==> src/bqe_pkg.sv <==
`default_nettype none

package bqe_pkg;

  // Store geometry.
  localparam int unsigned WORDS   = 32;
  localparam int unsigned WORD_W  = 32;
  localparam int unsigned IDX_W   = $clog2(WORDS);
  localparam int unsigned OFF_W   = $clog2(WORD_W);
  localparam int unsigned SPAN_W  = IDX_W + 1;
  localparam int unsigned POS_W   = 10;
  localparam int unsigned BIDX_W  = 10;
  localparam int unsigned CNT_W   = 11;
  localparam int unsigned OP_W    = 3;
  localparam int unsigned PCNT_W  = OFF_W + 1;

  // Stream payload widths.
  localparam int unsigned IN_DATA_W  = 48;
  localparam int unsigned OUT_DATA_W = 24;
  localparam int unsigned CFG_W      = 6;

  // Constants for the bit-parallel popcount and the all-ones test.
  localparam logic [WORD_W-1:0] M1   = 32'h5555_5555;
  localparam logic [WORD_W-1:0] M2   = 32'h3333_3333;
  localparam logic [WORD_W-1:0] M4   = 32'h0F0F_0F0F;
  localparam logic [WORD_W-1:0] ONES = 32'hFFFF_FFFF;

  localparam logic [CFG_W-1:0] WORDS_RESET = CFG_W'(WORDS);

  typedef enum logic [OP_W-1:0] {
    OP_WRITE       = 3'd0,
    OP_COUNT_SET   = 3'd1,
    OP_COUNT_CLEAR = 3'd2,
    OP_FIRST_CLEAR = 3'd3,
    OP_READ_BIT    = 3'd4
  } op_e;

  typedef enum logic [2:0] {
    ST_IDLE  = 3'b001,
    ST_SCAN  = 3'b010,
    ST_RDBIT = 3'b100
  } state_e;

  // Control from the sequencer to the scan unit.
  typedef struct packed {
    logic             clear;
    logic             valid;
    logic [IDX_W-1:0] idx;
  } scan_ctrl_t;

  // Accumulated scan results.
  typedef struct packed {
    logic [CNT_W-1:0] cnt;
    logic [POS_W-1:0] pos;
    logic             found;
  } scan_res_t;

endpackage

`default_nettype wire

==> src/bitmap_query_engine.sv <==
`default_nettype none

// Channel  | Direction | Handshake            | Contents (lowest bit first)
// s_axis   | in        | tvalid / tready      | tuser: op; tdata: word_index, word_data, bit_index
// m_axis   | out       | tvalid / tready      | tdata: bit_count, free_position, full_res, bit_value
// cfg      | in        | cfg_valid / cfg_ready| cfg_data: words_in_use
//
// Write word and undefined ops answer in the cycle after acceptance.
// Read bit goes through the store read register, then the result register.
// Count and first-clear ops scan the words in use (words_in_use, capped at 32), or
// answer in the cycle after acceptance when words_in_use is 0: the single store
// read port delivers one word per cycle to the scan unit.
// Reset is asynchronous and active low; words_in_use resets to 32, the store is not cleared.
// A new word is taken only when idle and the result register is free or being drained.

module bitmap_query_engine import bqe_pkg::*; (
  input  wire logic                  clk_i,
  input  wire logic                  rst_ni,
  input  wire logic                  s_axis_tvalid,
  output logic                       s_axis_tready,
  input  wire logic [IN_DATA_W-1:0]  s_axis_tdata,  // word_index, word_data, bit_index, zero pad
  input  wire logic [OP_W-1:0]       s_axis_tuser,  // op
  output logic                       m_axis_tvalid,
  input  wire logic                  m_axis_tready,
  output logic [OUT_DATA_W-1:0]      m_axis_tdata,  // bit_count, free_position, full_res,
                                                    // bit_value, zero pad
  input  wire logic                  cfg_valid,
  output logic                       cfg_ready,
  input  wire logic [CFG_W-1:0]      cfg_data
);

  // Input field unpacking.
  logic [IDX_W-1:0]  in_word_index;
  logic [WORD_W-1:0] in_word_data;
  logic [BIDX_W-1:0] in_bit_index;
  op_e               in_op;

  assign in_word_index = s_axis_tdata[4:0];
  assign in_word_data  = s_axis_tdata[36:5];
  assign in_bit_index  = s_axis_tdata[46:37];
  assign in_op         = op_e'(s_axis_tuser);

  state_e            state_q, state_d;
  op_e               op_q, op_d;
  logic [CFG_W-1:0]  words_q;
  logic [SPAN_W-1:0] span;
  logic [SPAN_W-1:0] addr_q, addr_d;
  logic              rd_valid_q, rd_valid_d;
  logic [IDX_W-1:0]  rd_idx_q;
  logic [OFF_W-1:0]  bsel_q, bsel_d;
  logic              out_valid_q, out_valid_d;
  logic [CNT_W-1:0]  out_cnt_q, out_cnt_d;
  logic [POS_W-1:0]  out_pos_q, out_pos_d;
  logic              out_full_q, out_full_d;
  logic              out_bit_q, out_bit_d;
  logic              accept, issue, store_we;
  logic [IDX_W-1:0]  raddr;
  logic [WORD_W-1:0] rdata;
  scan_ctrl_t        ctrl;
  scan_res_t         res;

  // Configuration register, always writable.
  assign cfg_ready = 1'b1;

  always_ff @(posedge clk_i or negedge rst_ni) begin
    if (!rst_ni) begin
      words_q <= WORDS_RESET;
    end else if (cfg_valid) begin
      words_q <= cfg_data;
    end
  end

  // Words covered by queries, saturated to the store depth.
  assign span = (words_q > CFG_W'(WORDS)) ? SPAN_W'(WORDS) : SPAN_W'(words_q);

  assign s_axis_tready = (state_q == ST_IDLE) && (!out_valid_q || m_axis_tready);
  assign accept        = s_axis_tvalid && s_axis_tready;
  assign issue         = (state_q == ST_SCAN) && (addr_q < span);
  assign store_we      = accept && (in_op == OP_WRITE);
  assign raddr         = (state_q == ST_IDLE) ? in_bit_index[BIDX_W-1:OFF_W]
                                              : addr_q[IDX_W-1:0];

  bqe_store u_store (
    .clk_i   (clk_i),
    .we_i    (store_we),
    .waddr_i (in_word_index),
    .wdata_i (in_word_data),
    .raddr_i (raddr),
    .rdata_o (rdata)
  );

  assign ctrl.clear = accept;
  assign ctrl.valid = rd_valid_q;
  assign ctrl.idx   = rd_idx_q;

  bqe_scan_unit u_scan (
    .clk_i  (clk_i),
    .rst_ni (rst_ni),
    .ctrl_i (ctrl),
    .word_i (rdata),
    .res_o  (res)
  );

  // Sequencer and result register.
  always_comb begin
    state_d     = state_q;
    op_d        = op_q;
    addr_d      = addr_q;
    bsel_d      = bsel_q;
    rd_valid_d  = issue;
    out_valid_d = out_valid_q && !m_axis_tready;
    out_cnt_d   = out_cnt_q;
    out_pos_d   = out_pos_q;
    out_full_d  = out_full_q;
    out_bit_d   = out_bit_q;
    if (issue) begin
      addr_d = addr_q + SPAN_W'(1);
    end
    unique case (state_q)
      ST_IDLE: begin
        if (accept) begin
          op_d      = in_op;
          addr_d    = '0;
          bsel_d    = in_bit_index[OFF_W-1:0];
          out_cnt_d = '0;
          out_pos_d = '0;
          out_full_d = 1'b0;
          out_bit_d = 1'b0;
          unique case (in_op)
            OP_COUNT_SET, OP_COUNT_CLEAR, OP_FIRST_CLEAR: begin
              if (span == '0) begin
                out_full_d  = (in_op == OP_FIRST_CLEAR);
                out_valid_d = 1'b1;
              end else begin
                state_d = ST_SCAN;
              end
            end
            OP_READ_BIT: begin
              state_d = ST_RDBIT;
            end
            default: begin
              out_valid_d = 1'b1;
            end
          endcase
        end
      end
      ST_SCAN: begin
        if ((addr_q == span) && !rd_valid_q) begin
          state_d     = ST_IDLE;
          out_valid_d = 1'b1;
          unique case (op_q)
            OP_COUNT_SET: begin
              out_cnt_d = res.cnt;
            end
            OP_COUNT_CLEAR: begin
              out_cnt_d = (CNT_W'(span) << OFF_W) - res.cnt;
            end
            default: begin
              out_pos_d  = res.found ? res.pos : '0;
              out_full_d = !res.found;
            end
          endcase
        end
      end
      ST_RDBIT: begin
        state_d     = ST_IDLE;
        out_valid_d = 1'b1;
        out_bit_d   = rdata[bsel_q];
      end
      default: begin
        state_d = ST_IDLE;
      end
    endcase
  end

  always_ff @(posedge clk_i or negedge rst_ni) begin
    if (!rst_ni) begin
      state_q     <= ST_IDLE;
      out_valid_q <= 1'b0;
      rd_valid_q  <= 1'b0;
      addr_q      <= '0;
    end else begin
      state_q     <= state_d;
      out_valid_q <= out_valid_d;
      rd_valid_q  <= rd_valid_d;
      addr_q      <= addr_d;
    end
  end

  // Payload registers.
  always_ff @(posedge clk_i) begin
    op_q       <= op_d;
    bsel_q     <= bsel_d;
    rd_idx_q   <= addr_q[IDX_W-1:0];
    out_cnt_q  <= out_cnt_d;
    out_pos_q  <= out_pos_d;
    out_full_q <= out_full_d;
    out_bit_q  <= out_bit_d;
  end

  assign m_axis_tvalid = out_valid_q;
  assign m_axis_tdata  = {1'b0, out_bit_q, out_full_q, out_pos_q, out_cnt_q};

endmodule

`default_nettype wire

==> src/bqe_store.sv <==
`default_nettype none

module bqe_store import bqe_pkg::*; (
  input  wire logic              clk_i,
  input  wire logic              we_i,
  input  wire logic [IDX_W-1:0]  waddr_i,
  input  wire logic [WORD_W-1:0] wdata_i,
  input  wire logic [IDX_W-1:0]  raddr_i,
  output logic      [WORD_W-1:0] rdata_o
);

  logic [WORD_W-1:0] mem [WORDS];
  logic [WORD_W-1:0] rdata_q;

  // One write port, one registered read port.
  always_ff @(posedge clk_i) begin
    if (we_i) begin
      mem[waddr_i] <= wdata_i;
    end
    rdata_q <= mem[raddr_i];
  end

  assign rdata_o = rdata_q;

endmodule

`default_nettype wire

==> src/bqe_scan_unit.sv <==
`default_nettype none

module bqe_scan_unit import bqe_pkg::*; (
  input  wire logic              clk_i,
  input  wire logic              rst_ni,
  input  wire scan_ctrl_t        ctrl_i,
  input  wire logic [WORD_W-1:0] word_i,
  output scan_res_t              res_o
);

  logic [WORD_W-1:0] w1, w2, w3;
  logic [PCNT_W-1:0] pcnt;
  logic [WORD_W-1:0] inv, lsb;
  logic [OFF_W-1:0]  off;
  logic              has_zero;
  scan_res_t         res_d, res_q;

  // Bit-parallel popcount of one word.
  always_comb begin
    w1   = word_i - ((word_i >> 1) & M1);
    w2   = (w1 & M2) + ((w1 >> 2) & M2);
    w3   = (w2 + (w2 >> 4)) & M4;
    pcnt = PCNT_W'(w3[7:0]) + PCNT_W'(w3[15:8]) + PCNT_W'(w3[23:16]) + PCNT_W'(w3[31:24]);
  end

  // Lowest clear bit: isolate the lowest set bit of the inverse and encode it.
  always_comb begin
    inv      = ~word_i;
    lsb      = inv & (~inv + WORD_W'(1));
    has_zero = (word_i != ONES);
    off      = '0;
    for (int i = 0; i < WORD_W; i++) begin
      if (lsb[i]) begin
        off = off | OFF_W'(i);
      end
    end
  end

  // Accumulate one word per valid cycle.
  always_comb begin
    res_d = res_q;
    if (ctrl_i.clear) begin
      res_d = '0;
    end else if (ctrl_i.valid) begin
      res_d.cnt = res_q.cnt + CNT_W'(pcnt);
      if (!res_q.found && has_zero) begin
        res_d.found = 1'b1;
        res_d.pos   = POS_W'({ctrl_i.idx, off});
      end
    end
  end

  always_ff @(posedge clk_i or negedge rst_ni) begin
    if (!rst_ni) begin
      res_q <= '0;
    end else begin
      res_q <= res_d;
    end
  end

  assign res_o = res_q;

endmodule

`default_nettype wire

==> config.mk <==
export PLATFORM = sky130hd
export DESIGN_NAME = bitmap_query_engine
export DESIGN_NICKNAME = d
export VERILOG_FILES = /design/src/bqe_pkg.sv /design/src/bitmap_query_engine.sv /design/src/bqe_store.sv /design/src/bqe_scan_unit.sv
export SDC_FILE = /design/constraint.sdc
export NUM_CORES = 2
export LEC_CHECK = 0
export BUFFER_PORTS_ARGS = -buffer_cell sky130_fd_sc_hd__buf_4
export CORE_ASPECT_RATIO = 0.75
export CORE_UTILIZATION = 30
export DETAILED_ROUTE_END_ITERATION = 10
export GPL_TIMING_DRIVEN = 0
export PLACE_DENSITY = 0.52
export SLEW_MARGIN = 20
export SYNTH_ARGS = -nofsm -noshare
export SYNTH_HDL_FRONTEND = slang
export SYNTH_SLANG_ARGS = --single-unit
==> constraint.sdc <==
create_clock -name clk_i -period 18.4 [get_ports clk_i]
set_clock_uncertainty 0.05 [all_clocks]
set_input_delay 0.92 -clock clk_i [delete_from_list [all_inputs] [get_ports clk_i]]
set_output_delay 0.92 -clock clk_i [all_outputs]
set_load 0.05 [all_outputs]
==> flow_summary.toml <==
[run_status]
outcome = "finished clean"

[sta]
setup_viol = 0
period_share_pct = 40.2
fin_crit_ns = 7.40
fin_setup_tns_ns = 0
max_freq_ghz = 0.135
relSlewSlack_pct = 23.5
hold_viol_final = 0
rsz0062_at_grt = "no"
maxSlewViolCount = 0
tightest_slew_ns = 1.15

[floorplanning]
fp.dieH_microns = 344
dieArea_sq_um = 158000
rows = 125
chipWidth_microns = 458
start_util_pct = 30.2
io_pins = 89
coreArea_sq_um = 155000

[synth]
synth_edf_count = 1055
syn_area_per_cell_sq_um = 18.3
seq_area_frac_synth_pct = 71.4
ys_types = 70
synth_flop_cell = "edfxtp_1"
syn_nets = 2742
yosysWarnings = 0
synthTopCellsByArea = "edfxtp_1, mux4_2, ha_1"
synth_top_cell_area_share_pct = 67.7
ys_seq_elements = 1131
synth.largest_area_cell = "edfxtp_1"
syn_inst = 2561
synthArstFlopShare_pct = 3.45
syn-cell-area_sq_um = 46800

[clocking]
htreeDepth = 3
cts_hold_buf = 0
clk_path_buf_depth = 3
post_cts.repair.setup_buffers = 0
clockRootBuffer = "clkbuf_16"
ctsResizeCount = 0
tritoncts = "done"
clock_sinks = 1131
clk_pin_slew_worst_paths_ns = 0.08
insertion_delay_ns = 0.74
numCtsBuffers = 106

[critical_path]
slowest_delay_ns = 0.50
cp_data_arrival_time_ns = 7.90
ff2ff_path_depth = 26
cp_slowest_cell = "fa_1"
end_kind = "flop"
reg2reg_to = "u_scan.res_o[19]"
critPathRequiredTime_ns = 18.90
path_class = "reg2reg"
r2r_start = "u_store.rdata_o[9]"
crit_fanout = 8
start_kind = "flop"
regToRegSetupSlack_ns = 11.00

[routing]
routedWlPerCell_microns = 25.0
drtAntennaViolNets = 0
drc_errors = 0
dr.first_iter.drc_count = 2544
totalWireLength_microns = 123000
via_per_inst = 4.94
drtPass1Iterations = 7
via_count = 24400

[hold_path]
worstHoldPathType = "in2async"

[cells_and_area]
nNetsFinal = 2991
syn_to_final_growth_pct = 17.3
drive_gt1_share_pct = 23.5
final_common_cell = "edfxtp_1"
layout_common_cells = "edfxtp_1, mux4_2, nand2_1"

[grt]
antenna_found_initial = 9
grt_pass1_vias = 24300
grt_overflow_total = 0
grt_pass1_wl_microns = 178000
grt_usage_pct = 15.7
grt_start_max_net_pins = 40

[place]
dp_hpwl_microns = 84900
routabilityCongestion = 0.817
portBuffers = 84

[flow_run]
max-cap-violations = 0
==> worst max-delay path by stage <==
stage | endpoint | cells after the start | slack (ns) | startpoint
floorplan | u_scan.res_o[19] | 28 | 12.03 | u_store.rdata_o[9]
global placement | u_scan.res_o[19] | 26 | 11.04 | u_store.rdata_o[9]
detailed placement | u_scan.res_o[19] | 26 | 10.98 | u_store.rdata_o[9]
CTS | u_scan.res_o[19] | 26 | 11.00 | u_store.rdata_o[9]
global route | u_scan.res_o[19] | 26 | 10.39 | u_store.rdata_o[9]
finish | u_scan.res_o[19] | 26 | 11.00 | u_store.rdata_o[9]
==> synth_stat cells, drive strengths merged, types with 14 or more instances <==
master and count:
ha 100, nor2 102, edfxtp 1055, dfxtp 37, o21ai 34, mux2i 47, clkbuf 45, a21o 14
mux4 266, inv 78, fa 19, a32oi 34, and3 50, nand3 77, xnor2 43, buf 68
dfrtp 37, a21oi 44, nand2 253
==> final cells by class <==
| cell class | instances | area (sq um) |
|---|---|---|
| multi-input combinational | 1238 | 12700 |
| fill | 14500 | 99900 |
| tap | 2032 | 2540 |
| inverter | 79 | 297 |
| antenna | 2 | 5.00 |
| sequential | 1131 | 33400 |
| clock buffer | 134 | 2830 |
| buffer | 113 | 648 |
| timing repair buffer | 141 | 1840 |
| clock inverter | 65 | 623 |
==> cell families (layout without fill, tap and decap cells) <==
family                     after synthesis  after routing  share of synthesized area, %
buffers and inverters                  192            532                          2.01
muxes                                  320            320                          14.0
other                                    2              4                        0.0160
AOI/OAI and AO/OA                      177            177                          2.55
and+or+nand+nor                        564            564                          5.54
adders and majority gates              119            119                          3.49
DFF                                   1131           1131                          71.4
xor gates and xnor gates                56             56                          1.05
==> layer usage <==
metal / part of all wire (%) / routed length (microns) / global-route usage, %
met1: 47 / 58200 / 23.3
met2: 43 / 53000 / 22.9
met5: 0.050 / 61 / 0
met4: 1.9 / 2380 / 3.43
met3: 7.8 / 9620 / 4.26
==> metrics by stage <==
step	area [sq um]	util, %	hold WS, ns	setup slack [ns]	std cells
after floorplan	46800	-	0.383	12.03	2561
after global placement	50000	32.3	0.404	11.04	4677
after detailed placement	51500	33.2	0.417	10.98	4734
after CTS	54900	35.5	0.109	11.00	4933
after global routing	54900	35.5	0.150	10.39	4934
final	54900	35.5	0.143	11.00	4935
==> sequential cells by signal, indices dropped and copies added (netlist names), 3 cells and up <==
name and count:
addr_q 6, op_q 3, state_q 3, u_store.mem 1024
out_cnt_q 11, u_scan.res_o 22, words_q 6, bsel_q 5
rd_idx_q 5, out_pos_q 10, u_store.rdata_o 32
==> worst max-delay path: cells and delay by family, from the launching register on <==
kind            cells  cell delay, ns
fa+ha+maj           7            2.82
xor+xnor            2            0.31
buf+inv             3            0.66
flops               1            0.42
compound gates     10            2.17
simple gates        4            0.85
Power is not shown: default switching activity piles up to over one toggle a cycle in this logic, so the estimate is an artifact.
